## src/bqcg_pkg.sv

```systemverilog
`default_nettype none

package bqcg_pkg;

    localparam int CORDIC_STEPS   = 24;
    localparam int COEF_FRAC_BITS = 29;

    localparam int FS_W     = 18;
    localparam int FC_W     = 17;
    localparam int Q_W      = 16;
    localparam int PHASE_W  = 32;
    localparam int XY_W     = 34;
    localparam int Z_W      = 33;
    localparam int STEP_W   = 5;
    localparam int ALPHA_SH = 7;
    localparam int ALPHA_W  = 38;
    localparam int A0_W     = 39;
    localparam int CQ_W     = 32;
    localparam int LANES    = 4;
    localparam int V_W      = XY_W + 1;
    localparam int D_W      = V_W + COEF_FRAC_BITS;
    localparam int COEF_W   = 32;
    localparam int RES_W    = CQ_W + 2;
    localparam int SCALE_W  = FC_W + 10;

    localparam logic [FS_W-1:0]    RATE_RESET  = 18'd48000;
    localparam logic [PHASE_W-1:0] CLAMP_PHASE = 32'd1052266987;
    localparam logic [SCALE_W-1:0] FC_SCALE    = 27'd1000;
    localparam logic [SCALE_W-1:0] FS_SCALE    = 27'd245;
    localparam longint ONE_Q30     = 64'sd1 << 30;
    localparam longint CORDIC_GAIN = 64'sd652032874;

    localparam logic [PHASE_W-1:0] CORDIC_ANGLE [32] = '{
        32'h20000000, 32'h12E4051E, 32'h09FB385B, 32'h051111D4,
        32'h028B0D43, 32'h0145D7E1, 32'h00A2F61E, 32'h00517C55,
        32'h0028BE53, 32'h00145F2F, 32'h000A2F98, 32'h000517CC,
        32'h00028BE6, 32'h000145F3, 32'h0000A2FA, 32'h0000517D,
        32'h000028BE, 32'h0000145F, 32'h00000A30, 32'h00000518,
        32'h0000028C, 32'h00000146, 32'h000000A3, 32'h00000051,
        32'h00000029, 32'h00000014, 32'h0000000A, 32'h00000005,
        32'h00000003, 32'h00000001, 32'h00000001, 32'h00000000
    };

    typedef struct packed {
        logic                hp;
        logic                pass;
        logic                clamp;
        logic [FS_W-1:0]     fs;
        logic [Q_W-1:0]      quality;
        logic [FS_W-1:0]     rem;
        logic [PHASE_W-1:0]  quo;
    } phase_item_t;

    typedef struct packed {
        logic                   hp;
        logic                   pass;
        logic [Q_W-1:0]         quality;
        logic signed [XY_W-1:0] x;
        logic signed [XY_W-1:0] y;
        logic signed [Z_W-1:0]  z;
    } cordic_item_t;

    typedef struct packed {
        logic                   hp;
        logic                   pass;
        logic signed [XY_W-1:0] c;
        logic [Q_W-1:0]         quality;
        logic [Q_W-1:0]         rem;
        logic [ALPHA_W-1:0]     acc;
    } alpha_item_t;

    typedef struct packed {
        logic                   hp;
        logic                   pass;
        logic signed [V_W-1:0]  c;
        logic signed [V_W-1:0]  n;
        logic [A0_W-1:0]        a0;
    } norm_item_t;

    typedef struct packed {
        logic                            pass;
        logic [LANES-1:0]                neg;
        logic [A0_W-1:0]                 a0;
        logic [LANES-1:0][A0_W-1:0]      rem;
        logic [LANES-1:0][CQ_W-1:0]      acc;
    } coef_item_t;

    function automatic logic signed [COEF_W-1:0] sat_coef(input logic signed [RES_W-1:0] v);
        logic [RES_W-COEF_W:0] top;
        top = v[RES_W-1:COEF_W-1];
        if (top == '0 || top == '1)
            return v[COEF_W-1:0];
        else if (v[RES_W-1])
            return {1'b1, {(COEF_W-1){1'b0}}};
        else
            return {1'b0, {(COEF_W-1){1'b1}}};
    endfunction

endpackage

`default_nettype wire

```

## src/bqcg_cordic_cell.sv

```systemverilog
`default_nettype none

module bqcg_cordic_cell (
    input  logic                          clk,
    input  logic                          rst_n,
    input  logic                          adv,
    input  logic [bqcg_pkg::STEP_W-1:0]   step,
    input  logic                          d_valid,
    input  bqcg_pkg::cordic_item_t        d,
    output logic                          q_valid,
    output bqcg_pkg::cordic_item_t        q
);

    logic                             q_valid_reg;
    logic                             q_valid_next;
    bqcg_pkg::cordic_item_t           q_reg;
    bqcg_pkg::cordic_item_t           q_next;
    logic signed [bqcg_pkg::XY_W-1:0] dx;
    logic signed [bqcg_pkg::XY_W-1:0] dy;
    logic signed [bqcg_pkg::Z_W-1:0]  ang;

    always_comb
    begin
        dx     = d.y >>> step;
        dy     = d.x >>> step;
        ang    = signed'(bqcg_pkg::Z_W'(bqcg_pkg::CORDIC_ANGLE[step]));
        q_next = d;
        if (!d.z[bqcg_pkg::Z_W-1])
        begin
            q_next.x = d.x - dx;
            q_next.y = d.y + dy;
            q_next.z = d.z - ang;
        end
        else
        begin
            q_next.x = d.x + dx;
            q_next.y = d.y - dy;
            q_next.z = d.z + ang;
        end
        q_valid_next = d_valid;
    end

    always_ff @(posedge clk or negedge rst_n)
    begin
        if (!rst_n)
            q_valid_reg <= 1'b0;
        else if (adv)
            q_valid_reg <= q_valid_next;
    end

    always_ff @(posedge clk)
    begin
        if (adv)
            q_reg <= q_next;
    end

    assign q_valid = q_valid_reg;
    assign q       = q_reg;

endmodule

`default_nettype wire

```

## config.mk

```make
export PLATFORM = sky130hd
export DESIGN_NAME = bqcg_cordic_cell
export DESIGN_NICKNAME = d
export VERILOG_FILES = /design/src/bqcg_pkg.sv /design/src/bqcg_cordic_cell.sv
export SDC_FILE = /design/constraint.sdc
export NUM_CORES = 1
export LEC_CHECK = 0
export ABC_AREA = 1
export BUFFER_PORTS_ARGS = -buffer_cell sky130_fd_sc_hd__buf_2
export CORE_ASPECT_RATIO = 1.5
export CORE_MARGIN = 10
export CORE_UTILIZATION = 40
export DETAILED_ROUTE_END_ITERATION = 7
export SLEW_MARGIN = 20
export SYNTH_ARGS = -nofsm -noshare
export SYNTH_HDL_FRONTEND = slang
export SYNTH_SLANG_ARGS = --single-unit
```

## constraint.sdc

```tcl
create_clock -name clk -period 2.12 [get_ports clk]
set_clock_uncertainty 0.1 [all_clocks]
set_input_delay 0.106 -clock clk [delete_from_list [all_inputs] [get_ports clk]]
set_output_delay 0.106 -clock clk [all_outputs]
set_load 0.02 [all_outputs]
```

Yosys cells after proc, flatten, opt, wreduce, memory -nomap -nowiden
Memories as Yosys holds them, arrays and structs flattened.
Index checks and enable logic that the tools add are counted.

cells by class
  bitwise operators = 1
  magnitude comparators = 1
  shift operators = 2
  multiplexer cells = 3
  $add $sub $neg = 6

operators with widths
  kind                  count
  $mux W101             1
  $add A34 B34 Y34      2
  $sshr A34 B5 Y34      2
  $sub A34 B34 Y34      2
  $mux W32              2
  $add A33 B33 Y33      1
  $sub A33 B33 Y33      1
  $ge A6 B6 Y1 const B  1
  $not A5 Y6            1

word-level totals
  input bits = 128
  output and inout bits = 120
  word-level logic and storage cells = 21
  bits in read-only memories = 1024
  memories = 1
  flip-flop bits (word level) = 120

memory list
  memory           words  bits a word  rd ports  clocked after Yosys merged registers in  wr ports  line                    RTL
  (no name shown)  32     32           1         0                                        0         bqcg_cordic_cell.sv:26  ang = signed'(bqcg_pkg::Z_W'(bqcg_pkg::CORDIC_ANGLE[step]));

Depth between registers and ports, before layout
  depth in word-level cells = 6
  mapped depth = 33
  depth with buffers taken out = 32

Worst setup path after synthesis
Ideal clock, no wire load.

  kind = input to register
  from = in step[1] (netlist bit)
  to = reg q_reg, in the netlist q[24] (data pin)
  slack = -1823 ps
  arrival = 3578 ps
  cell stages on the path = 23
  setup time = 265 ps
  required time = 1755 ps
  path buffers = 2
  cell sequence = buf_4 > inv_4 > buf_2 > ha_1 > nor2_1 > nor2_1 > o22ai_1 > inv_1 > nand2_1 > inv_1 > ha_1 > nand2_1 > o21ai_0 > fa_1 > nand3_1 > nand2_1 > a21oi_1 > o21ai_0 > a21boi_0 > o21ai_0 > a21oi_1 > o21ai_0 > xor2_1

RTL lines
  element                 line                    RTL
  start: declaration      bqcg_cordic_cell.sv:7   input logic [bqcg_pkg::STEP_W-1:0] step,
  end signal: assignment  bqcg_cordic_cell.sv:54  q_reg <= q_next;
  end: declaration        bqcg_cordic_cell.sv:16  bqcg_pkg::cordic_item_t q_reg;

==> metrics <==
status finished, violations left; violated checks hold timing, setup timing; Critical Path Source Type primary input; EDFF count, synth 119; RSZ-0062 raised after global routing yes; layout cells sized above 1 between 50% and 60%; Synth area leaders edfxtp_1 22%, nand2_1 17%, nand3_1 12%, ha_1 8.6%, xor2_1 6.1%; I/O Pins around 250; port buffer count between 200 and 250; Hold Crit Class primary input to register; GPL Wtd Cong around 0.99; Final Net Count 3,786; class of the most critical setup path primary input to register; number of flip-flops in the largest register 119; pin count of the biggest net entering global routing 36; Post-Synth Adder-Cell Area roughly 8.9%; post-DP HPWL a little over 60,000 microns; core area between 30,000 and 40,000 sq um; Crit Path Max Fanout 6; Fillers 2,947; gr ovfl total 0; max_cap viols 0; post-synthesis xor/xnor area fraction 9.29%; Die Ht 264 microns; die area 48,400 sq um; crit path cell chain buf_16 -> buf_12 -> clkbuf_16 -> nand2_2 -> nand3_1 -> nand3_1 -> nand3_1 -> nand3_2 -> nand2_4 -> nor2_4 -> nand3_4 -> nor2_8 -> nor2_4 -> a21oi_2 -> xor2_1 -> ha_1 -> a21o_1 -> a21oi_4 -> o21ai_2 -> a211oi_2 -> nand2_2 -> nand2_2 -> nand3_2 -> xor2_1; Pre-antenna DRT Iters 6; Critical Path RT 2.23 ns; chip width ~180 microns; simple-gate area share of the yosys netlist 39.8%; vias per std cell 5.48; Syn Area/Cell 6.50 sq um; prevailing post-synth register cell edfxtp_1; maximum vdd drop 0.000785 V; Fmax 0.261 GHz; WL/cell 20.6 microns; register share of total power approximately 18%; Netlist cell types 56; CTS max path bufs 2; starting density of the core roughly two fifths; Synth Area in Compound Gates 11.0%; mux share of post-synthesis cell area 0.0707%; endpoints failing setup 97; Synthesized Nets 2,692; total track usage 30.0%; H-tree depth 4; number of global-route vias before repair 21,900; sequential fraction of the synthesis area 22.6%; Setup crit end kind register; DRC viols 0; Fin. Hold Viols 3; Tot Pwr 20.0 mW; Mapped Area around 16,000 sq um; max incr delay on CP 0.32 ns; Final WS setup -1.71 ns; largest family of logic cells by synthesized area simple AND/OR/NAND/NOR gates; Pint 11.2 mW; most common library cells after synthesis 742 x nand2_1, 376 x nand3_1, 186 x inv_1; count leader, synth nand2_1; Leakage between 10 and 15 nW; placed cell count 3,866; worst slack, placed -3.02 ns; Net Sw Frac 43.8%; clock-pin slew of the registers on the worst-case setup and hold paths 0.07 ns; crit path DAT 3.94 ns; clock power share 15.6%; final non-filler cell total 4,059; Synth Warn # 0; CTS tree built; setup TNS -120.77 ns; drt initial violations 1,460; #FFs+latches synth 120; hold_ws -0.134 ns; multi-input logic area 15,100 sq um; num rows 89; final wirelength 83,700 microns; Root Driver clkbuf_16; Cells after Synth 2,452; DRT antenna net count 0; Area Growth Syn to Fin 86.6%; cell accounting for the most synthesized area edfxtp_1; highest-delay cell along the critical path ha_1; initial antenna violation count 1; Psw 8.76 mW; first-pass GRT wire length 116,000 microns; P per Cell Area 673 nW/um^2; Post-CTS Hold Fix Bufs 21; clock sink total 120; async set-reset flop share out of synthesis 0.833%; Gate power share 66.3%; Final Cycle Share 181%; fin crit period 3.83 ns; Max Slew Vio Count 0; Least-Margin Pin Slew around 0.67 ns; Worst-Skew Late Latency 0.46 ns; worst rel slew slack 54.9%; post-layout util between 70% and 80%; FF+latch area 3600 sq um; share of the synthesized area in the top cell type 22.4%; Vias ~22,000; CTS Buf Count 17
[power groups by stage]
stage                     Sequential [mW]  Combinational (mW)  Clock, mW
after floorplan                      4.42                4.54          0
after global placement               3.62                10.1          0
after detailed placement             3.64                10.3          0
after CTS                            3.60                11.2       3.09
after global routing                 3.65                14.0       3.21
final                                3.60                13.3       3.13
[area by class of cell]
cell class / instances / area share, %
antenna: 1 / 0.00842
clock buffer: 19 / 1.46
clock inverter: 12 / 0.434
inverter: 214 / 2.93
multi-input combinational: 2033 / 50.7
sequential: 120 / 12.1
tap: 500 / 2.11
timing repair buffer: 1160 / 30.2
[routing by layer]
layer	global-route usage (%)	share of wire (%)	up-vias
met2	55.5	52	979
met1	30.3	35	10500
met4	19.7	7.7	2
met5	0	0.016	-
li1	-	-	10400
met3	4.57	5.4	378
[cell usage in the layout, fill, tap and decap left out, drive strengths merged, types with 3 or more instances in the layout]
master,Yosys,routed
o211ai,13,13
clkinv,1,7
buf,62,1134
o21ai,95,95
o21bai,5,5
o221ai,7,7
nand4,23,23
a21o,7,7
o21a,9,9
ha,109,109
nor3,26,26
a211oi,5,5
nor4,4,4
clkinvlp,0,4
a21oi,153,153
fa,3,3
nand3,388,388
dlygate4sd3,0,21
edfxtp,119,119
nor2,209,209
nand2,779,779
xor2,111,111
xnor2,58,58
inv,213,213
a31oi,10,10
o22ai,6,6
or2,3,3
clkbuf,23,24
[final timing paths]
check                      slack (ns)  startpoint      end  depth (start not counted)
setup reg to reg                 1.26     q_valid  q_valid                          1
min in group asynchronous        0.42       rst_n  q_valid                          3
max in group asynchronous        1.40       rst_n  q_valid                          3
setup / recovery                -1.71     step[0]    q[65]                         24
hold / removal                  -0.13       d[67]    q[67]                          2
hold reg to reg                  0.43     q_valid  q_valid                          1
[critical path, delay by kind of cell]
kind / cells / cell delay [ns]
xor+xnor: 2 / 0.37
buf+inv: 3 / 0.48
simple gates: 13 / 1.63
compound gates: 5 / 1.02
fa+ha+maj: 1 / 0.32
[timing repair]
item	4_1_cts	5_1_grt
gates cloned	4	5
setup buffers	52	91
pin swaps	113	272
gates resized for setup	319	563
hold endpoints to repair	23	3
setup endpoints to repair	98	98
[cell families (layout without fill, tap and decap cells)]
group / after synthesis / in the layout
simple gates: 1436 / 1436
compound gates: 315 / 315
buf+inv: 299 / 1405
xor+xnor: 169 / 169
flops: 120 / 120
fa+ha+maj: 112 / 112
mux: 1 / 1
other cells: 0 / 1
[stage by stage]
stage                     hold WS, ns  instance area, sq um
final                          -0.134                 29700
after global routing           -0.117                 29700
after CTS                      -0.131                 26500
after detailed placement       -0.217                 23900
after global placement         -0.219                 23900
after floorplan                -0.290                 16700
Note: power is estimated with default switching activity, not from simulation.
