--- config.mk ---
export PLATFORM = sky130hd
export DESIGN_NAME = bqcg_phase_cell
export DESIGN_NICKNAME = d
export VERILOG_FILES = /design/src/bqcg_pkg.sv /design/src/bqcg_phase_cell.sv
export SDC_FILE = /design/constraint.sdc
export NUM_CORES = 1
export LEC_CHECK = 0
export ABC_AREA = 0
export BUFFER_PORTS_ARGS = -buffer_cell sky130_fd_sc_hd__buf_4
export CAP_MARGIN = 5
export CORE_MARGIN = 2
export CORE_UTILIZATION = 35
export CTS_CLUSTER_SIZE = 8
export DETAILED_ROUTE_END_ITERATION = 10
export GPL_ROUTABILITY_DRIVEN = 0
export PLACE_DENSITY_LB_ADDON = 0.05
export REMOVE_ABC_BUFFERS = 1
export SKIP_CTS_REPAIR_TIMING = 1
export SKIP_LAST_GASP = 1
export SYNTH_ARGS = -nofsm -noshare
export SYNTH_HDL_FRONTEND = slang
export SYNTH_SLANG_ARGS = --single-unit
--- constraint.sdc ---
create_clock -name clk -period 0.8 [get_ports clk]
set_input_delay 0.04 -clock clk [delete_from_list [all_inputs] [get_ports clk]]
set_output_delay 0.04 -clock clk [all_outputs]
set_load 0.01 [all_outputs]
--- src/bqcg_pkg.sv ---
`default_nettype none

package bqcg_pkg;

    localparam int CORDIC_STEPS   = 24;
    localparam int COEF_FRAC_BITS = 29;

    localparam int FS_W     = 18;
    localparam int FC_W     = 17;
    localparam int Q_W      = 16;
    localparam int PHASE_W  = 32;
    localparam int XY_W     = 34;
    localparam int Z_W      = 33;
    localparam int STEP_W   = 5;
    localparam int ALPHA_SH = 7;
    localparam int ALPHA_W  = 38;
    localparam int A0_W     = 39;
    localparam int CQ_W     = 32;
    localparam int LANES    = 4;
    localparam int V_W      = XY_W + 1;
    localparam int D_W      = V_W + COEF_FRAC_BITS;
    localparam int COEF_W   = 32;
    localparam int RES_W    = CQ_W + 2;
    localparam int SCALE_W  = FC_W + 10;

    localparam logic [FS_W-1:0]    RATE_RESET  = 18'd48000;
    localparam logic [PHASE_W-1:0] CLAMP_PHASE = 32'd1052266987;
    localparam logic [SCALE_W-1:0] FC_SCALE    = 27'd1000;
    localparam logic [SCALE_W-1:0] FS_SCALE    = 27'd245;
    localparam longint ONE_Q30     = 64'sd1 << 30;
    localparam longint CORDIC_GAIN = 64'sd652032874;

    localparam logic [PHASE_W-1:0] CORDIC_ANGLE [32] = '{
        32'h20000000, 32'h12E4051E, 32'h09FB385B, 32'h051111D4,
        32'h028B0D43, 32'h0145D7E1, 32'h00A2F61E, 32'h00517C55,
        32'h0028BE53, 32'h00145F2F, 32'h000A2F98, 32'h000517CC,
        32'h00028BE6, 32'h000145F3, 32'h0000A2FA, 32'h0000517D,
        32'h000028BE, 32'h0000145F, 32'h00000A30, 32'h00000518,
        32'h0000028C, 32'h00000146, 32'h000000A3, 32'h00000051,
        32'h00000029, 32'h00000014, 32'h0000000A, 32'h00000005,
        32'h00000003, 32'h00000001, 32'h00000001, 32'h00000000
    };

    typedef struct packed {
        logic                hp;
        logic                pass;
        logic                clamp;
        logic [FS_W-1:0]     fs;
        logic [Q_W-1:0]      quality;
        logic [FS_W-1:0]     rem;
        logic [PHASE_W-1:0]  quo;
    } phase_item_t;

    typedef struct packed {
        logic                   hp;
        logic                   pass;
        logic [Q_W-1:0]         quality;
        logic signed [XY_W-1:0] x;
        logic signed [XY_W-1:0] y;
        logic signed [Z_W-1:0]  z;
    } cordic_item_t;

    typedef struct packed {
        logic                   hp;
        logic                   pass;
        logic signed [XY_W-1:0] c;
        logic [Q_W-1:0]         quality;
        logic [Q_W-1:0]         rem;
        logic [ALPHA_W-1:0]     acc;
    } alpha_item_t;

    typedef struct packed {
        logic                   hp;
        logic                   pass;
        logic signed [V_W-1:0]  c;
        logic signed [V_W-1:0]  n;
        logic [A0_W-1:0]        a0;
    } norm_item_t;

    typedef struct packed {
        logic                            pass;
        logic [LANES-1:0]                neg;
        logic [A0_W-1:0]                 a0;
        logic [LANES-1:0][A0_W-1:0]      rem;
        logic [LANES-1:0][CQ_W-1:0]      acc;
    } coef_item_t;

    function automatic logic signed [COEF_W-1:0] sat_coef(input logic signed [RES_W-1:0] v);
        logic [RES_W-COEF_W:0] top;
        top = v[RES_W-1:COEF_W-1];
        if (top == '0 || top == '1)
            return v[COEF_W-1:0];
        else if (v[RES_W-1])
            return {1'b1, {(COEF_W-1){1'b0}}};
        else
            return {1'b0, {(COEF_W-1){1'b1}}};
    endfunction

endpackage

`default_nettype wire

--- src/bqcg_phase_cell.sv ---
`default_nettype none

module bqcg_phase_cell (
    input  logic                   clk,
    input  logic                   rst_n,
    input  logic                   adv,
    input  logic                   d_valid,
    input  bqcg_pkg::phase_item_t  d,
    output logic                   q_valid,
    output bqcg_pkg::phase_item_t  q
);

    logic                  q_valid_reg;
    logic                  q_valid_next;
    bqcg_pkg::phase_item_t q_reg;
    bqcg_pkg::phase_item_t q_next;
    logic [bqcg_pkg::FS_W:0] trial;
    logic                    ge;

    always_comb
    begin
        trial        = {d.rem, 1'b0};
        ge           = trial >= {1'b0, d.fs};
        q_next       = d;
        q_next.rem   = ge ? bqcg_pkg::FS_W'(trial - {1'b0, d.fs})
                          : trial[bqcg_pkg::FS_W-1:0];
        q_next.quo   = {d.quo[bqcg_pkg::PHASE_W-2:0], ge};
        q_valid_next = d_valid;
    end

    always_ff @(posedge clk or negedge rst_n)
    begin
        if (!rst_n)
            q_valid_reg <= 1'b0;
        else if (adv)
            q_valid_reg <= q_valid_next;
    end

    always_ff @(posedge clk)
    begin
        if (adv)
            q_reg <= q_next;
    end

    assign q_valid = q_valid_reg;
    assign q       = q_reg;

endmodule

`default_nettype wire

# Word-level counts from Yosys, hierarchy flattened

Cells that the tools add are included.

Order comparisons: 1
Muxes and demuxes: 1
$add $sub $neg: 1

Operator list:

| cell                           | count |
|---|---|
| >= comparator 19 x 18 -> 1 bit | 1 |
| 2-to-1 mux 18 bit              | 1 |
| subtractor 18 bit              | 1 |

Flip-flop bits (word level): 88
Logic and storage cells: 12
Output and inout bits: 88

# Depth between registers and ports, before layout

Gate-level depths: netlist of the first run.

Depth in word-level cells: 2
Gate-level depth with buffers: 11
Mapped depth without buffers: 9

# Worst setup path after synthesis of the first run

OpenSTA, ideal clock, no wires.

Kind: input -> register
Start point: input d[78] (netlist bit)
End point: register q_reg (netlist bit q[43]) (data pin)
Slack: -1.510 ns
Setup time: 0.260 ns
Cell stages on the path: 11
Arrival time: 2.049 ns
Cells stage by stage: inv_1 -> ha_1 -> buf_6 -> a21oi_4 -> o21ai_2 -> a31o_1 -> a211o_2 -> or2_1 -> buf_6 -> buf_12 -> mux2_4

RTL lines:

| item                 | line                  | RTL |
|---|---|---|
| start, declared      | bqcg_phase_cell.sv:8  | `input bqcg_pkg::phase_item_t d,` |
| end signal, assigned | bqcg_phase_cell.sv:42 | `q_reg <= q_next;` |
| end, declared        | bqcg_phase_cell.sv:15 | `bqcg_pkg::phase_item_t q_reg;` |

==> results.sh, run 1 <==
export IMPL_status="finished, violations left"
export IMPL_violations="hold timing, setup timing"
export IMPL_power_density_nw_per_um2=1630
export IMPL_die_area_um2=12000
export IMPL_grt_usage_pct=15.8
export IMPL_ys_seq_area_share_pct=67.5
export IMPL_grt_ovfl_total=0
export IMPL_fin_crit_ps=1850
export IMPL_vdd_ir_drop_max_mv=0.933
export IMPL_critPathLaunchType="input port"
export IMPL_fp_row_count=38
export IMPL_cap_violations=0
export IMPL_h_tree_depth=3
export IMPL_synth_cell_type_count=50
export IMPL_postLayoutCellArea_um2=7440
export IMPL_die_x_um=110
export IMPL_clockRootBuffer="clkbuf_8"
export IMPL_pin_count=179
export IMPL_r2r_setup_slack_ps=30
export IMPL_timing_setup_tns_ps=-29550
export IMPL_endpoint_kind="flop"
export IMPL_largest_register_ffs=87
export IMPL_synth_area_um2=3900
export IMPL_drive_gt1_share_pct=54.2
export IMPL_nets=697
export IMPL_ant_nets=0
export IMPL_hold_viol=5
export IMPL_drtPass1Iterations=4
export IMPL_numPortBuffers=177
export IMPL_start_util_pct=36.0
export IMPL_grt_pass1_wl_um=14100
export IMPL_final_cells=733
export IMPL_synth_edff_count=87
export IMPL_ys_warn_count=0
export IMPL_cts_tree="built"
export IMPL_antenna_found_initial=1
export IMPL_grt_max_degree=25
export IMPL_ys_async_sr_fraction_pct=1.14
export IMPL_layout_area_overhead_vs_synth_pct=90.6
export IMPL_clockBufferDepth=2
export IMPL_worst_endpoint_required_ps=920
export IMPL_totalWireLength_um=11100
export IMPL_hold_end="q[44]$_DFFE_PP_"
export IMPL_reg2reg_from="q_valid$_DFFE_PN0P_"
export IMPL_hold_class="in2reg"
export IMPL_dp_slack_ps=-1580
export IMPL_finalCritPeriodShare_pct=231
export IMPL_wl_per_cell_um=15.2
export IMPL_vias=3341
export IMPL_drc=0
export IMPL_placed_cells_incl_taps=638
export IMPL_crit_type="in2reg"
export IMPL_placed_cell_area_um2=5860
export IMPL_max_freq_mhz=540
export IMPL_holdPathStages=2
export IMPL_coreArea_um2=10800
export IMPL_cp_slowest_cell="a211o_2"
export IMPL_cp_cell_sequence="buf_6 > ha_4 > a21oi_4 > o21ai_2 > a31o_1 > a211o_2 > or2_4 > clkbuf_16 > mux2_4"
export IMPL_clk_latency_ps=350
export IMPL_clkSinkCount=88
export IMPL_synth_cells=265
export IMPL_viasPerCell=4.56
export IMPL_drt_iter0_markers=141
export IMPL_cp_arrival_ps=1970
export IMPL_rr_endpoint="q_valid$_DFFE_PN0P_"
export IMPL_die_y_um=110
export IMPL_worst_slew_pin_transition_ps=322
export IMPL_synth_top_flop_cell="edfxtp_1"
export IMPL_cts_buffers=9
export IMPL_fin_hold_ws_ps=-11.6
export IMPL_yosys_register_bits=88
export IMPL_worstHoldStart="d[43]"
export IMPL_power_mw=12.2
export IMPL_setup_viol=107
export IMPL_grt_setup_unrepaired="true"
export IMPL_path_clk_slew_ps=90
export IMPL_finish_utilization_pct=68.7
export IMPL_max_stage_delay_ps=340
export IMPL_fin_ws_ps=-1050
export IMPL_dp_hpwl_um=7560
export IMPL_grt_pass1_vias=2837
export IMPL_final_setup_skew_ps=0
export IMPL_syn_area_per_cell_um2=14.7
export IMPL_slew_headroom_pct=78.5
export IMPL_reg2reg_depth=1
export IMPL_p_leak_nw=3.20
export IMPL_timing_final_max_slew_violations=0
export IMPL_cp_max_fo=7
## layout make-up
class | instances | area [µm²]
timing repair buffer | 316 | 2950
antenna | 1 | 2.50
clock buffer | 10 | 128
clock inverter | 6 | 42.5
multi-input combinational | 150 | 1420
tap | 140 | 175
sequential | 88 | 2640
fill | 803 | 3400
inverter | 22 | 90.1
## kinds of logic after synthesis
group / count (synthesis) / synth area share (%)
flip-flops: 88 / 67.5
adder cells (fa/ha/maj): 19 / 6.28
buffers and inverters: 27 / 3.46
multiplexers: 14 / 4.42
XOR/XNOR: 9 / 2.02
AND/OR/NAND/NOR: 56 / 6.99
AO/OA/AOI/OAI: 52 / 9.29
## Yosys cell counts (2+ instances only)
cell type  instances  area, µm²
nor2b_1            2       12.5
a211oi_1           7       52.6
edfxtp_1          87       2610
o21a_1             3       22.5
mux2_2            10        113
or3_1              3       18.8
xnor2_1            5       43.8
and2_1             2       12.5
o21ai_0           11       55.1
buf_2              2       10.0
a21o_1             2       15.0
mux2_4             4       60.1
a21oi_1           11       55.1
nand2_1           16       60.1
inv_1             22       82.6
ha_1              18        225
xor2_1             4       35.0
nor2_1            11       41.3
buf_6              2       22.5
nand4_1            2       12.5
nand2b_1           3       18.8
nor3_1             5       25.0
nand3_1            5       25.0
and3_1             2       12.5
## power by group
| group | internal [mW] | switching [mW] |
|---|---|---|
| registers | 5.59 | 0.188 |
| clock network | 1.14 | 1.64 |
| logic | 2.22 | 1.38 |
## layout by cell type, fill, tap and decap left out, types with 3 or more instances in the layout
cell type and n:
xor2_1 4, edfxtp_1 87, a21oi_1 8, buf_12 5, a211oi_1 5, ha_1 6
buf_4 158, ha_4 11, buf_6 79, o21ai_0 8, xnor2_1 5, clkbuf_8 9
mux2_2 9, o21a_1 3, dlygate4sd3_1 71, inv_1 18, a21oi_2 3, nor2_1 11
nand2_1 14, mux2_4 5, nand2b_1 3, inv_4 3
## how the worst max path moves through the flow
stage	from	end	slack, ps	cells after the start
finish	d[43]	q[47]$_DFFE_PP_	-1050	9
global route	d[43]	q[43]$_DFFE_PP_	-1090	9
CTS	d[78]	q[40]$_DFFE_PP_	-1180	10
detailed placement	d[45]	q[47]$_DFFE_PP_	-1580	9
global placement	d[45]	q[44]$_DFFE_PP_	-1540	9
floorplan	d[78]	q[33]$_DFFE_PP_	-1610	8
## layer usage
layer,share of wire [%],GRT usage (%)
met1,43,20.2
met3,6.4,4.09
met2,50,25.9
met4,1.3,5.70
met5,0,0
## worst max-delay path, delay by kind of cell
kind / cells / cell delay, ps
AOI/OAI and AO/OA: 4 / 830
muxes: 1 / 290
buffers and inverters: 2 / 280
and+or+nand+nor: 1 / 280
adders and majority gates: 1 / 250
Note: power is estimated with default switching activity, not from simulation.
==> run 2: changes to the inputs <==
--- a/config.mk
+++ b/config.mk
@@ -14,6 +14,7 @@
 export DETAILED_ROUTE_END_ITERATION = 10
 export GPL_ROUTABILITY_DRIVEN = 0
 export PLACE_DENSITY_LB_ADDON = 0.05
+export RECOVER_POWER = 50
 export REMOVE_ABC_BUFFERS = 1
 export SKIP_CTS_REPAIR_TIMING = 1
 export SKIP_LAST_GASP = 1
==> run 2 against run 1 <==
The run still ends with hold timing, setup timing left. Via count is 0.12% higher. Count of clock-buffer cells in the layout stayed put. Combinational power is 1% lower. Utilization is 0.52 points lower. Die area stayed put. Largest power group unchanged. Clock skew stayed put. First-iteration DRC count is 13% lower. Power is 0.27% lower. Worst hold slack hardly changed. Worst setup slack better by 1.8 ps. Design area is 0.76% lower.
==> results.sh, run 2 (synthesis gave the netlist of run 1 again) <==
export IMPL_status="finished, violations left"
export IMPL_violations="hold timing, setup timing"
export IMPL_grt_ovfl_total=0
export IMPL_viasPerCell=4.56
export IMPL_drc=0
export IMPL_drt_iter0_markers=123
export IMPL_fin_ws_ps=-1050
export IMPL_hold_class="in2reg"
export IMPL_largest_register_ffs=87
export IMPL_coreArea_um2=10800
export IMPL_layout_commonest_cell="buf_4"
export IMPL_max_stage_delay_ps=340
export IMPL_setup_viol=107
export IMPL_worst_endpoint_required_ps=920
export IMPL_cp_max_fo=7
export IMPL_cp_top_family="compound AO/OA/AOI/OAI gates"
export IMPL_drtPass1Iterations=4
export IMPL_p_leak_nw=3.17
export IMPL_cp_arrival_ps=1970
export IMPL_grt_setup_unrepaired="true"
export IMPL_grt_pass1_vias=2837
export IMPL_numPortBuffers=177
export IMPL_critPathLaunchType="input port"
export IMPL_placed_cell_area_um2=5860
export IMPL_drive_gt1_share_pct=53.7
export IMPL_cts_tree="built"
export IMPL_dp_slack_ps=-1580
export IMPL_vias=3345
export IMPL_vdd_ir_drop_max_mv=0.934
export IMPL_path_clk_slew_ps=90
export IMPL_ant_nets=0
export IMPL_fillers=808
export IMPL_clkSinkCount=88
export IMPL_wl_per_cell_um=15.2
export IMPL_cp_cell_sequence="buf_6 > ha_4 > a21oi_4 > o21ai_2 > a31o_1 > a211o_2 > or2_4 > clkbuf_16 > mux2_4"
export IMPL_clk_latency_ps=350
export IMPL_fp_row_count=38
export IMPL_postLayoutCellArea_um2=7390
export IMPL_crit_type="in2reg"
export IMPL_clockBufferDepth=2
export IMPL_power_density_nw_per_um2=1640
export IMPL_fin_hold_ws_ps=-11.9
export IMPL_dp_hpwl_um=7560
export IMPL_final_cell_mix="152 x buf_4, 87 x edfxtp_1, 79 x buf_6"
export IMPL_die_y_um=110
export IMPL_start_util_pct=36.0
export IMPL_max_freq_mhz=541
export IMPL_cp_slowest_cell="a211o_2"
export IMPL_grt_usage_pct=15.8
export IMPL_hold_viol=5
export IMPL_layout_area_overhead_vs_synth_pct=89.2
export IMPL_fin_crit_ps=1850
export IMPL_grt_max_degree=25
export IMPL_antenna_found_initial=1
export IMPL_power_mw=12.1
export IMPL_h_tree_depth=3
export IMPL_totalWireLength_um=11100
export IMPL_final_setup_skew_ps=0
export IMPL_endpoint_kind="flop"
export IMPL_pin_count=179
export IMPL_die_x_um=110
export IMPL_timing_setup_tns_ps=-29560
export IMPL_nets=697
export IMPL_cap_violations=0
export IMPL_slew_headroom_pct=78.1
export IMPL_clockRootBuffer="clkbuf_8"
export IMPL_worst_slew_pin_transition_ps=328
export IMPL_die_area_um2=12000
export IMPL_grt_pass1_wl_um=14100
export IMPL_timing_final_max_slew_violations=0
export IMPL_cts_buffers=9
export IMPL_finalCritPeriodShare_pct=231
export IMPL_crit_buf_inv=2
[run 2: path summary, 6_finish.rpt]
kind,start,endpoint,slack [ps],cells after the start
worst min-delay path,d[43],q[44]$_DFFE_PP_,-10,2
min in group asynchronous,rst_n,q_valid$_DFFE_PN0P_,540,3
worst min register to register,q_valid$_DFFE_PN0P_,q_valid$_DFFE_PN0P_,560,1
worst max-delay path,d[43],q[47]$_DFFE_PP_,-1050,9
worst max register to register,q_valid$_DFFE_PN0P_,q_valid$_DFFE_PN0P_,30,1
max in group asynchronous,rst_n,q_valid$_DFFE_PN0P_,160,3
[run 2: cell type report]
| type | instances | area, µm² | share of cell area [%] |
|---|---|---|---|
| Antenna cell | 1 | 2.50 | 0.0339 |
| Clock buffer | 10 | 128 | 1.73 |
| Clock inverter | 6 | 42.5 | 0.576 |
| Inverter | 22 | 90.1 | 1.22 |
| Multi-Input combinational cell | 150 | 1420 | 19.2 |
| Sequential cell | 88 | 2640 | 35.7 |
| Tap cell | 140 | 175 | 2.37 |
| Timing Repair Buffer | 316 | 2900 | 39.2 |
[run 2: layer usage]
metal,wire [µm],track usage (%)
met5,0,0
met4,148,5.70
met3,710,4.09
met2,5540,25.9
met1,4750,20.2
[run 2: power by group]
group	internal, mW	total [mW]	switching (mW)
Sequential	5.59	5.78	0.188
Clock	1.14	2.79	1.65
Combinational	2.19	3.56	1.37
Total	8.92	12.1	3.20
[run 2: stage by stage]
step	utilization (%)	cells	hold slack (ps)
6_report	68.2	733	-11.9
4_1_cts	55.7	654	-582
3_5_place_dp	54.1	638	-183
3_3_place_gp	54.1	638	-184
5_1_grt	68.2	733	-26.3
2_1_floorplan	-	260	-256
