==> src/bqcg_pkg.sv <==
`default_nettype none

package bqcg_pkg;

    localparam int CORDIC_STEPS   = 24;
    localparam int COEF_FRAC_BITS = 29;

    localparam int FS_W     = 18;
    localparam int FC_W     = 17;
    localparam int Q_W      = 16;
    localparam int PHASE_W  = 32;
    localparam int XY_W     = 34;
    localparam int Z_W      = 33;
    localparam int STEP_W   = 5;
    localparam int ALPHA_SH = 7;
    localparam int ALPHA_W  = 38;
    localparam int A0_W     = 39;
    localparam int CQ_W     = 32;
    localparam int LANES    = 4;
    localparam int V_W      = XY_W + 1;
    localparam int D_W      = V_W + COEF_FRAC_BITS;
    localparam int COEF_W   = 32;
    localparam int RES_W    = CQ_W + 2;
    localparam int SCALE_W  = FC_W + 10;

    localparam logic [FS_W-1:0]    RATE_RESET  = 18'd48000;
    localparam logic [PHASE_W-1:0] CLAMP_PHASE = 32'd1052266987;
    localparam logic [SCALE_W-1:0] FC_SCALE    = 27'd1000;
    localparam logic [SCALE_W-1:0] FS_SCALE    = 27'd245;
    localparam longint ONE_Q30     = 64'sd1 << 30;
    localparam longint CORDIC_GAIN = 64'sd652032874;

    localparam logic [PHASE_W-1:0] CORDIC_ANGLE [32] = '{
        32'h20000000, 32'h12E4051E, 32'h09FB385B, 32'h051111D4,
        32'h028B0D43, 32'h0145D7E1, 32'h00A2F61E, 32'h00517C55,
        32'h0028BE53, 32'h00145F2F, 32'h000A2F98, 32'h000517CC,
        32'h00028BE6, 32'h000145F3, 32'h0000A2FA, 32'h0000517D,
        32'h000028BE, 32'h0000145F, 32'h00000A30, 32'h00000518,
        32'h0000028C, 32'h00000146, 32'h000000A3, 32'h00000051,
        32'h00000029, 32'h00000014, 32'h0000000A, 32'h00000005,
        32'h00000003, 32'h00000001, 32'h00000001, 32'h00000000
    };

    typedef struct packed {
        logic                hp;
        logic                pass;
        logic                clamp;
        logic [FS_W-1:0]     fs;
        logic [Q_W-1:0]      quality;
        logic [FS_W-1:0]     rem;
        logic [PHASE_W-1:0]  quo;
    } phase_item_t;

    typedef struct packed {
        logic                   hp;
        logic                   pass;
        logic [Q_W-1:0]         quality;
        logic signed [XY_W-1:0] x;
        logic signed [XY_W-1:0] y;
        logic signed [Z_W-1:0]  z;
    } cordic_item_t;

    typedef struct packed {
        logic                   hp;
        logic                   pass;
        logic signed [XY_W-1:0] c;
        logic [Q_W-1:0]         quality;
        logic [Q_W-1:0]         rem;
        logic [ALPHA_W-1:0]     acc;
    } alpha_item_t;

    typedef struct packed {
        logic                   hp;
        logic                   pass;
        logic signed [V_W-1:0]  c;
        logic signed [V_W-1:0]  n;
        logic [A0_W-1:0]        a0;
    } norm_item_t;

    typedef struct packed {
        logic                            pass;
        logic [LANES-1:0]                neg;
        logic [A0_W-1:0]                 a0;
        logic [LANES-1:0][A0_W-1:0]      rem;
        logic [LANES-1:0][CQ_W-1:0]      acc;
    } coef_item_t;

    function automatic logic signed [COEF_W-1:0] sat_coef(input logic signed [RES_W-1:0] v);
        logic [RES_W-COEF_W:0] top;
        top = v[RES_W-1:COEF_W-1];
        if (top == '0 || top == '1)
            return v[COEF_W-1:0];
        else if (v[RES_W-1])
            return {1'b1, {(COEF_W-1){1'b0}}};
        else
            return {1'b0, {(COEF_W-1){1'b1}}};
    endfunction

endpackage

`default_nettype wire

==> src/bqcg_alpha_cell.sv <==
`default_nettype none

module bqcg_alpha_cell (
    input  logic                   clk,
    input  logic                   rst_n,
    input  logic                   adv,
    input  logic                   d_valid,
    input  bqcg_pkg::alpha_item_t  d,
    output logic                   q_valid,
    output bqcg_pkg::alpha_item_t  q
);

    logic                   q_valid_reg;
    logic                   q_valid_next;
    bqcg_pkg::alpha_item_t  q_reg;
    bqcg_pkg::alpha_item_t  q_next;
    logic [bqcg_pkg::Q_W:0] trial;
    logic                   ge;

    always_comb
    begin
        trial        = {d.rem, d.acc[bqcg_pkg::ALPHA_W-1]};
        ge           = trial >= {1'b0, d.quality};
        q_next       = d;
        q_next.rem   = ge ? bqcg_pkg::Q_W'(trial - {1'b0, d.quality})
                          : trial[bqcg_pkg::Q_W-1:0];
        q_next.acc   = {d.acc[bqcg_pkg::ALPHA_W-2:0], ge};
        q_valid_next = d_valid;
    end

    always_ff @(posedge clk or negedge rst_n)
    begin
        if (!rst_n)
            q_valid_reg <= 1'b0;
        else if (adv)
            q_valid_reg <= q_valid_next;
    end

    always_ff @(posedge clk)
    begin
        if (adv)
            q_reg <= q_next;
    end

    assign q_valid = q_valid_reg;
    assign q       = q_reg;

endmodule

`default_nettype wire

==> config.mk <==
export PLATFORM = sky130hd
export DESIGN_NAME = bqcg_alpha_cell
export DESIGN_NICKNAME = d
export VERILOG_FILES = /design/src/bqcg_pkg.sv /design/src/bqcg_alpha_cell.sv
export SDC_FILE = /design/constraint.sdc
export NUM_CORES = 1
export LEC_CHECK = 0
export BUFFER_PORTS_ARGS = -buffer_cell sky130_fd_sc_hd__clkbuf_2
export CAP_MARGIN = 40
export CORE_MARGIN = 2
export CORE_UTILIZATION = 43
export CTS_BUF_LIST = sky130_fd_sc_hd__clkbuf_2
export DETAILED_ROUTE_END_ITERATION = 10
export GPL_ROUTABILITY_DRIVEN = 0
export PLACE_DENSITY = 0.79
export SETUP_SLACK_MARGIN = 0.02
export SLEW_MARGIN = 30
export SYNTH_ARGS = -nofsm -noshare
export SYNTH_HDL_FRONTEND = slang
export SYNTH_SLANG_ARGS = --single-unit
export TNS_END_PERCENT = 50
==> constraint.sdc <==
create_clock -name clk -period 0.8 [get_ports clk]
set_input_delay 0.08 -clock clk [delete_from_list [all_inputs] [get_ports clk]]
set_output_delay 0.08 -clock clk [all_outputs]
set_load 0.01 [all_outputs]
# Word level (Yosys, flattened, before mapping)
# Cells that the tools add are included.
[totals] reg_bits=107 input_bits=110 out_inout_bits=107 word_cells=10
[op_classes] n_addsub=1 order_cmp=1 mux=1
[ops] op=">= comparator 17 x 16 -> 1 bit" count=1
[ops] op="two-way mux 16 bit" count=1
[ops] op="subtractor 16 bit" count=1

# Logic depth before layout (Yosys ltp)
# Gate-level depths: netlist (run 1).
[depth] depth_word=2 depth_mapped=11 depth_no_buf=9

# Least setup slack after synthesis (run 1)
# OpenSTA, ideal clock, no wires.
[synth_timing] path_type="input to register" startpoint="input port d[68] (netlist name)" endpoint="register q_reg, in the netlist q[43] (data pin)" setup_ns=0.260 arrival_ns=2.002 required_ns=0.540 path_slack_ns=-1.463 stages=11 n_path_buf=2 cell_sequence="inv_1 > ha_1 > buf_6 > a21o_1 > a211o_1 > a41o_1 > a31oi_4 > o21a_4 > inv_4 > buf_12 > mux2_4"
[synth_rtl] element="start, declared" line="bqcg_alpha_cell.sv:8" source="input bqcg_pkg::alpha_item_t d,"
[synth_rtl] element="end signal, assigned" line="bqcg_alpha_cell.sv:42" source="q_reg <= q_next;"
[synth_rtl] element="end, declared" line="bqcg_alpha_cell.sv:15" source="bqcg_pkg::alpha_item_t q_reg;"

==> flow_summary_export.csv, run 1 <==
group,metric,value,unit
cells_and_area,syn_to_final_growth,72.5,%
synth,syn_area_per_cell,16.6,um^2
clock_network,cts_sinks,107,
drt,wl_per_cell,19.0,um
synth,ys_warn_count,0,
drt,drc,0,
status,status,"complete, but fails checks",
drt,wirelength,15.1,mm
drt,viasPerCell,4.98,
synth,synth_async_sr_flop_share,0.00935,
global_route,grt_antenna_before_repair,0,
power_and_ir_drop,power,12.6,mW
clock_network,cts-root-buf,"clkbuf_2",
place,place_hpwl,9.17,mm
synth,ys_seq_area_frac,0.732,
power_and_ir_drop,p_int,8.97,mW
synth,synth_ff_type,"edfxtp_1",
critical_path,path_buf_inv,3,
synth,syn-instance-count,264,
floorplan,dieHeight,105,um
timing,setup_violations,124,
clock_network,clockBufferDepth,2,
cells_and_area,drive_gt1_frac,0.523,
critical_path,crit_chain,"clkbuf_16 -> inv_12 -> ha_4 -> a21o_1 -> a211o_1 -> a41o_1 -> a31oi_4 -> o21a_4 -> inv_8 -> mux2_4",
power_and_ir_drop,static-leakage-power,3.42,nW
global_route,grt_first_pass_wirelength,22.9,mm
critical_path,worst_setup_path_end_kind,"flop",
place,place_ws,-1.56,ns
critical_path,startpoint_type,"input port",
synth,synth_top_family_by_area,"compound AO/OA/AOI/OAI gates",
power_and_ir_drop,combPwrFrac,0.263,
floorplan,coreArea,9820,um^2
timing,setup_ws,-0.740,ns
cells_and_area,largest_register_ffs,106,
clock_network,h-tree-depth,3,
critical_path,critPathSlowestCell,"mux2_4",
drt,drt-initial-drc-count,200,
global_route,grt_pass1_vias,4098,
power_and_ir_drop,swShare,0.287,
floorplan,die_w,105,um
cells_and_area,nets,787,
clock_network,clock_latency,0.54,ns
timing,finClkSkew,0,ns
critical_path,critPathKind,"input port to flop",
critical_path,critPathTopFamily,"compound AO/OA/AOI/OAI gates",
timing,drv_slew,0,
status,violations,"setup timing",
synth,synthSimpleGateAreaFrac,0.0400,
timing,fmax,0.649,GHz
critical_path,worstPathRequired,1.15,ns
synth,synth_edf_count,106,
synth,synthXorXnorAreaFrac,0.0240,
floorplan,io-pin-count,217,
run,maxCapViolations,0,
synth,synth-compound-area-share,0.0745,
critical_path,cpPeakStageDelay,0.29,ns
timing,fin_crit_sh,1.92,
power_and_ir_drop,power_switching,3.60,mW
cells_and_area,num-fill-cells,604,
clock_network,clk_pin_slew,0.29,ns
cells_and_area,final_common_cell,"clkbuf_2",
floorplan,initial_core_util,0.446,
clock_network,cts_tree,"built",
timing,hold_violations,0,
drt,antenna_left,0,
power_and_ir_drop,seq_power_share,0.551,
power_and_ir_drop,pwr-share-clk,0.186,
global_route,grt_use_total,0.276,
timing,worstMarginPinSlew,0.348,ns
global_route,grt_overflow,0,
drt,vias,3971,
timing,rsz0062_at_grt,"true",
global_route,grt_max_degree,35,
critical_path,cp.arrival,1.89,ns
cells_and_area,layout_common_cells,"clkbuf_2 (209), dlygate4sd3_1 (109), edfxtp_1 (106)",
synth,synth_area,4380,um^2
synth,syn-num-nets,391,
synth,synth_adder_area_share,0.0502,
place,port_buffers,216,
worst_hold_path,min_path_type,"input port to flop",
clock_network,numCtsBuffers,9,
floorplan,rows,36,
power_and_ir_drop,power_density,1660,nW/um^2
timing,relSlewSlack,0.767,
timing,period_needed,1.54,ns
critical_path,crit_fanout,7,
synth,synthMuxAreaShare,0.0471,
synth,ys_ff_latch,107,
cells_and_area,postLayoutCoreUtil,0.770,
drt,dr.pass1.iters,5,
synth,ys_types,44,
power_and_ir_drop,max-vdd-ir-drop,848,uV
floorplan,die_area,11000,um^2
layer usage:
layer	GRT usage	vias to the layer above	part of all wire
li1	-	1794	-
met1	0.298	1912	0.35
met2	0.502	224	0.53
met3	0.0655	41	0.082
met4	0.136	0	0.039
met5	0	-	0
stage by stage:
stage | instances | setup TNS, ns | hold WS, ns | area [um^2]
after floorplan | 264 | -20.60 | -0.216 | 4410
after global placement | 667 | -25.06 | -0.144 | 6090
after detailed placement | 667 | -26.72 | -0.143 | 6090
after CTS | 796 | -58.73 | 0.0421 | 7510
after global routing | 797 | -65.03 | 0.0991 | 7560
final | 798 | -57.66 | 0.103 | 7560
final cells by class:
cell class	count	area, um^2	share of cell area
Timing Repair inverter	1	8.76	0.00116
Inverter	25	114	0.0151
Tap cell	133	166	0.0220
Sequential cell	107	3210	0.424
Clock inverter	6	51.3	0.00678
Multi-Input combinational cell	126	1240	0.165
Timing Repair Buffer	390	2720	0.360
Clock buffer	9	45.0	0.00595
Antenna cell	1	2.50	0.000331
worst paths after layout:
kind,from,to,slack [ns],cells past startpoint
max,d[68],q[50]$_DFFE_PP_,-0.74,10
min,d[45],q[46]$_DFFE_PP_,0.10,4
max in group asynchronous,rst_n,q_valid$_DFFE_PN0P_,0.31,3
min reg2reg,q_valid$_DFFE_PN0P_,q_valid$_DFFE_PN0P_,0.55,1
max reg2reg,q_valid$_DFFE_PN0P_,q_valid$_DFFE_PN0P_,0.04,1
min in group asynchronous,rst_n,q_valid$_DFFE_PN0P_,0.38,3
power by group through the flow:
stage	clock (mW)	combinational [mW]	sequential [mW]
4_1_cts	2.33	3.18	6.90
2_1_floorplan	0	0.853	7.30
6_report	2.34	3.31	6.92
3_3_place_gp	0	2.48	7.01
3_5_place_dp	0	2.54	7.03
5_1_grt	2.57	3.52	6.96
logic make-up after synthesis:
kind of cell,after synthesis
flip-flops,107
AO/OA/AOI/OAI,45
AND/OR/NAND/NOR,36
buffers and inverters,31
adder cells (fa/ha/maj),17
multiplexers,16
XOR/XNOR,12
synth_stat cells (2+ instances only):
| master | instances | share of area |
|---|---|---|
| clkbuf_1 | 4 | 0.0034 |
| xor2_1 | 4 | 0.0080 |
| nor2_1 | 9 | 0.0077 |
| a21oi_1 | 10 | 0.011 |
| edfxtp_1 | 106 | 0.73 |
| a211oi_1 | 2 | 0.0034 |
| nand3_1 | 3 | 0.0034 |
| nand4_1 | 3 | 0.0043 |
| o21bai_1 | 4 | 0.0068 |
| o21ai_0 | 8 | 0.0091 |
| and3_1 | 2 | 0.0029 |
| a31oi_1 | 3 | 0.0043 |
| xnor2_1 | 8 | 0.016 |
| a41o_1 | 2 | 0.0046 |
| a21o_1 | 3 | 0.0051 |
| mux2i_1 | 3 | 0.0068 |
| mux2_2 | 5 | 0.013 |
| ha_1 | 16 | 0.046 |
| mux2_4 | 8 | 0.027 |
| nand2_1 | 13 | 0.011 |
| a211o_1 | 2 | 0.0040 |
| inv_1 | 24 | 0.021 |
repair_timing:
action,4_1_cts,5_1_grt
cloned,1,0
resized for setup,37,26
setup buffers,4,1
hold buffers,109,0
pin swaps,12,2
hold endpoints to repair,126,0
setup endpoints to repair,124,131
(Power assumes the default switching activity.)
==> run 2, diff against run 1 <==
Settings changed: BUFFER_PORTS_ARGS -buffer_cell sky130_fd_sc_hd__clkbuf_2 to not set, CORE_UTILIZATION 43 to 50, DONT_BUFFER_PORTS set to 1, PLACE_DENSITY 0.79 to 0.68.
==> run 2 against run 1 <==
  * The flow now stops in clock tree synthesis
  * Synthesized cell count is the same
  * Synthesized area is the same
==> flow_summary_export.csv, run 2 <==
group,metric,value,unit
status,status,"did not finish",
status,failed_stage,"clock tree synthesis",
status,error_line,"[ERROR RSZ-0060] Max buffer count reached.",
synth,syn-instance-count,264,
clock_network,postCtsSetupBuffers,8,
clock_network,cts_resized,57,
synth,syn_area_per_cell,16.6,um^2
clock_network,clockBufferDepth,2,
synth,ys_ff_latch,107,
synth,netlist.area_leader.share,0.726,
synth,synth_async_sr_flop_share,0.00935,
floorplan,rows,34,
place,port_buffers,0,
clock_network,numCtsBuffers,9,
synth,synth_edf_count,106,
synth,yosys-top-cells-area,"edfxtp_1 (73%), ha_1 (4.6%), mux2_4 (2.7%)",
place,place_hpwl,7.03,mm
synth,synth_area_leader_cell,"edfxtp_1",
clock_network,h-tree-depth,3,
synth,yosys.cell_count.top_type,"edfxtp_1",
floorplan,initial_core_util,0.510,
clock_network,cts_sinks,107,
floorplan,dieHeight,97.6,um
synth,synth_ff_type,"edfxtp_1",
synth,ys_types,44,
place,dp.cells,418,
synth,syn-num-nets,391,
clock_network,cts-root-buf,"clkbuf_2",
synth,ys_warn_count,0,
floorplan,io-pin-count,217,
synth,ys_seq_area_frac,0.732,
synth,synth_common_cells,"edfxtp_1 (106), inv_1 (24), ha_1 (16)",
synth,synth_area,4380,um^2
floorplan,die_w,97.6,um
clock_network,cts_hold_buf,101,
run 2: per-stage QoR:
step | setup TNS [ns] | instance area [um^2] | setup WS, ns | util
after floorplan | -20.60 | 4410 | -1.34 | -
after global placement | -21.87 | 4890 | -1.38 | 0.569
after detailed placement | -22.91 | 4890 | -1.47 | 0.569
run 2: cells by family after synthesis:
family | synth area share
xor+xnor | 0.0240
buf+inv | 0.0325
fa+ha+maj | 0.0502
mux | 0.0471
simple gates | 0.0400
flops | 0.732
compound gates | 0.0745
==> run 3, diff against run 2 <==
Settings changed: CORE_UTILIZATION 50 to 35, CTS_BUF_LIST sky130_fd_sc_hd__clkbuf_2 to not set, PLACE_DENSITY 0.68 to not set, PLACE_DENSITY_LB_ADDON set to 0.15, SETUP_SLACK_MARGIN 0.02 to not set.
Clock period 0.8 ns to 1.04 ns, I/O delays scaled along.
==> run 3 against run 2 <==
  * The run again fails in clock tree synthesis
  * Synthesized cell count is the same
  * Synthesized area unchanged
==> flow_summary_export.csv, run 3 <==
group,metric,value,unit
clock_network,cts_hold_buf,101,
synth,synth_edf_count,106,
synth,netlist.area_leader.share,0.726,
floorplan,io-pin-count,217,
floorplan,dieHeight,116,um
synth,synth_common_cells,"edfxtp_1 (106), inv_1 (24), ha_1 (16)",
place,place_hpwl,7.08,mm
clock_network,cts-root-buf,"clkbuf_16",
place,placed_area,4970,um^2
synth,syn-instance-count,264,
clock_network,h-tree-depth,3,
synth,ys_seq_area_frac,0.732,
floorplan,initial_core_util,0.362,
clock_network,numCtsBuffers,9,
synth,ys_warn_count,0,
synth,yosys-top-cells-area,"edfxtp_1 (73%), ha_1 (4.6%), mux2_4 (2.7%)",
synth,ys_types,44,
synth,ys_ff_latch,107,
synth,yosys.cell_count.top_type,"edfxtp_1",
synth,synth_ff_type,"edfxtp_1",
status,failed_stage,"clock tree synthesis",
floorplan,rows,40,
floorplan,die_w,116,um
synth,synth_area_leader_cell,"edfxtp_1",
status,status,"did not finish",
clock_network,cts_sinks,107,
clock_network,cts_resized,46,
synth,syn-num-nets,391,
synth,synth_area,4380,um^2
clock_network,clockBufferDepth,2,
clock_network,postCtsSetupBuffers,4,
synth,synth_async_sr_flop_share,0.00935,
synth,syn_area_per_cell,16.6,um^2
status,error_line,"[ERROR RSZ-0060] Max buffer count reached.",
place,port_buffers,0,
[run 3: through the flow]
| stage | hold slack (ns) | std cells | setup WS (ns) | util |
|---|---|---|---|---|
| after detailed placement | -0.192 | 479 | -1.24 | 0.410 |
| after floorplan | -0.192 | 264 | -1.12 | - |
| after global placement | -0.192 | 479 | -1.21 | 0.410 |
[run 3: cell families after synthesis]
| family | after synthesis | synth area share |
|---|---|---|
| AND/OR/NAND/NOR | 36 | 0.0400 |
| adder cells (fa/ha/maj) | 17 | 0.0502 |
| AO/OA/AOI/OAI | 45 | 0.0745 |
| flip-flops | 107 | 0.732 |
| buffers and inverters | 31 | 0.0325 |
| XOR/XNOR | 12 | 0.0240 |
| multiplexers | 16 | 0.0471 |
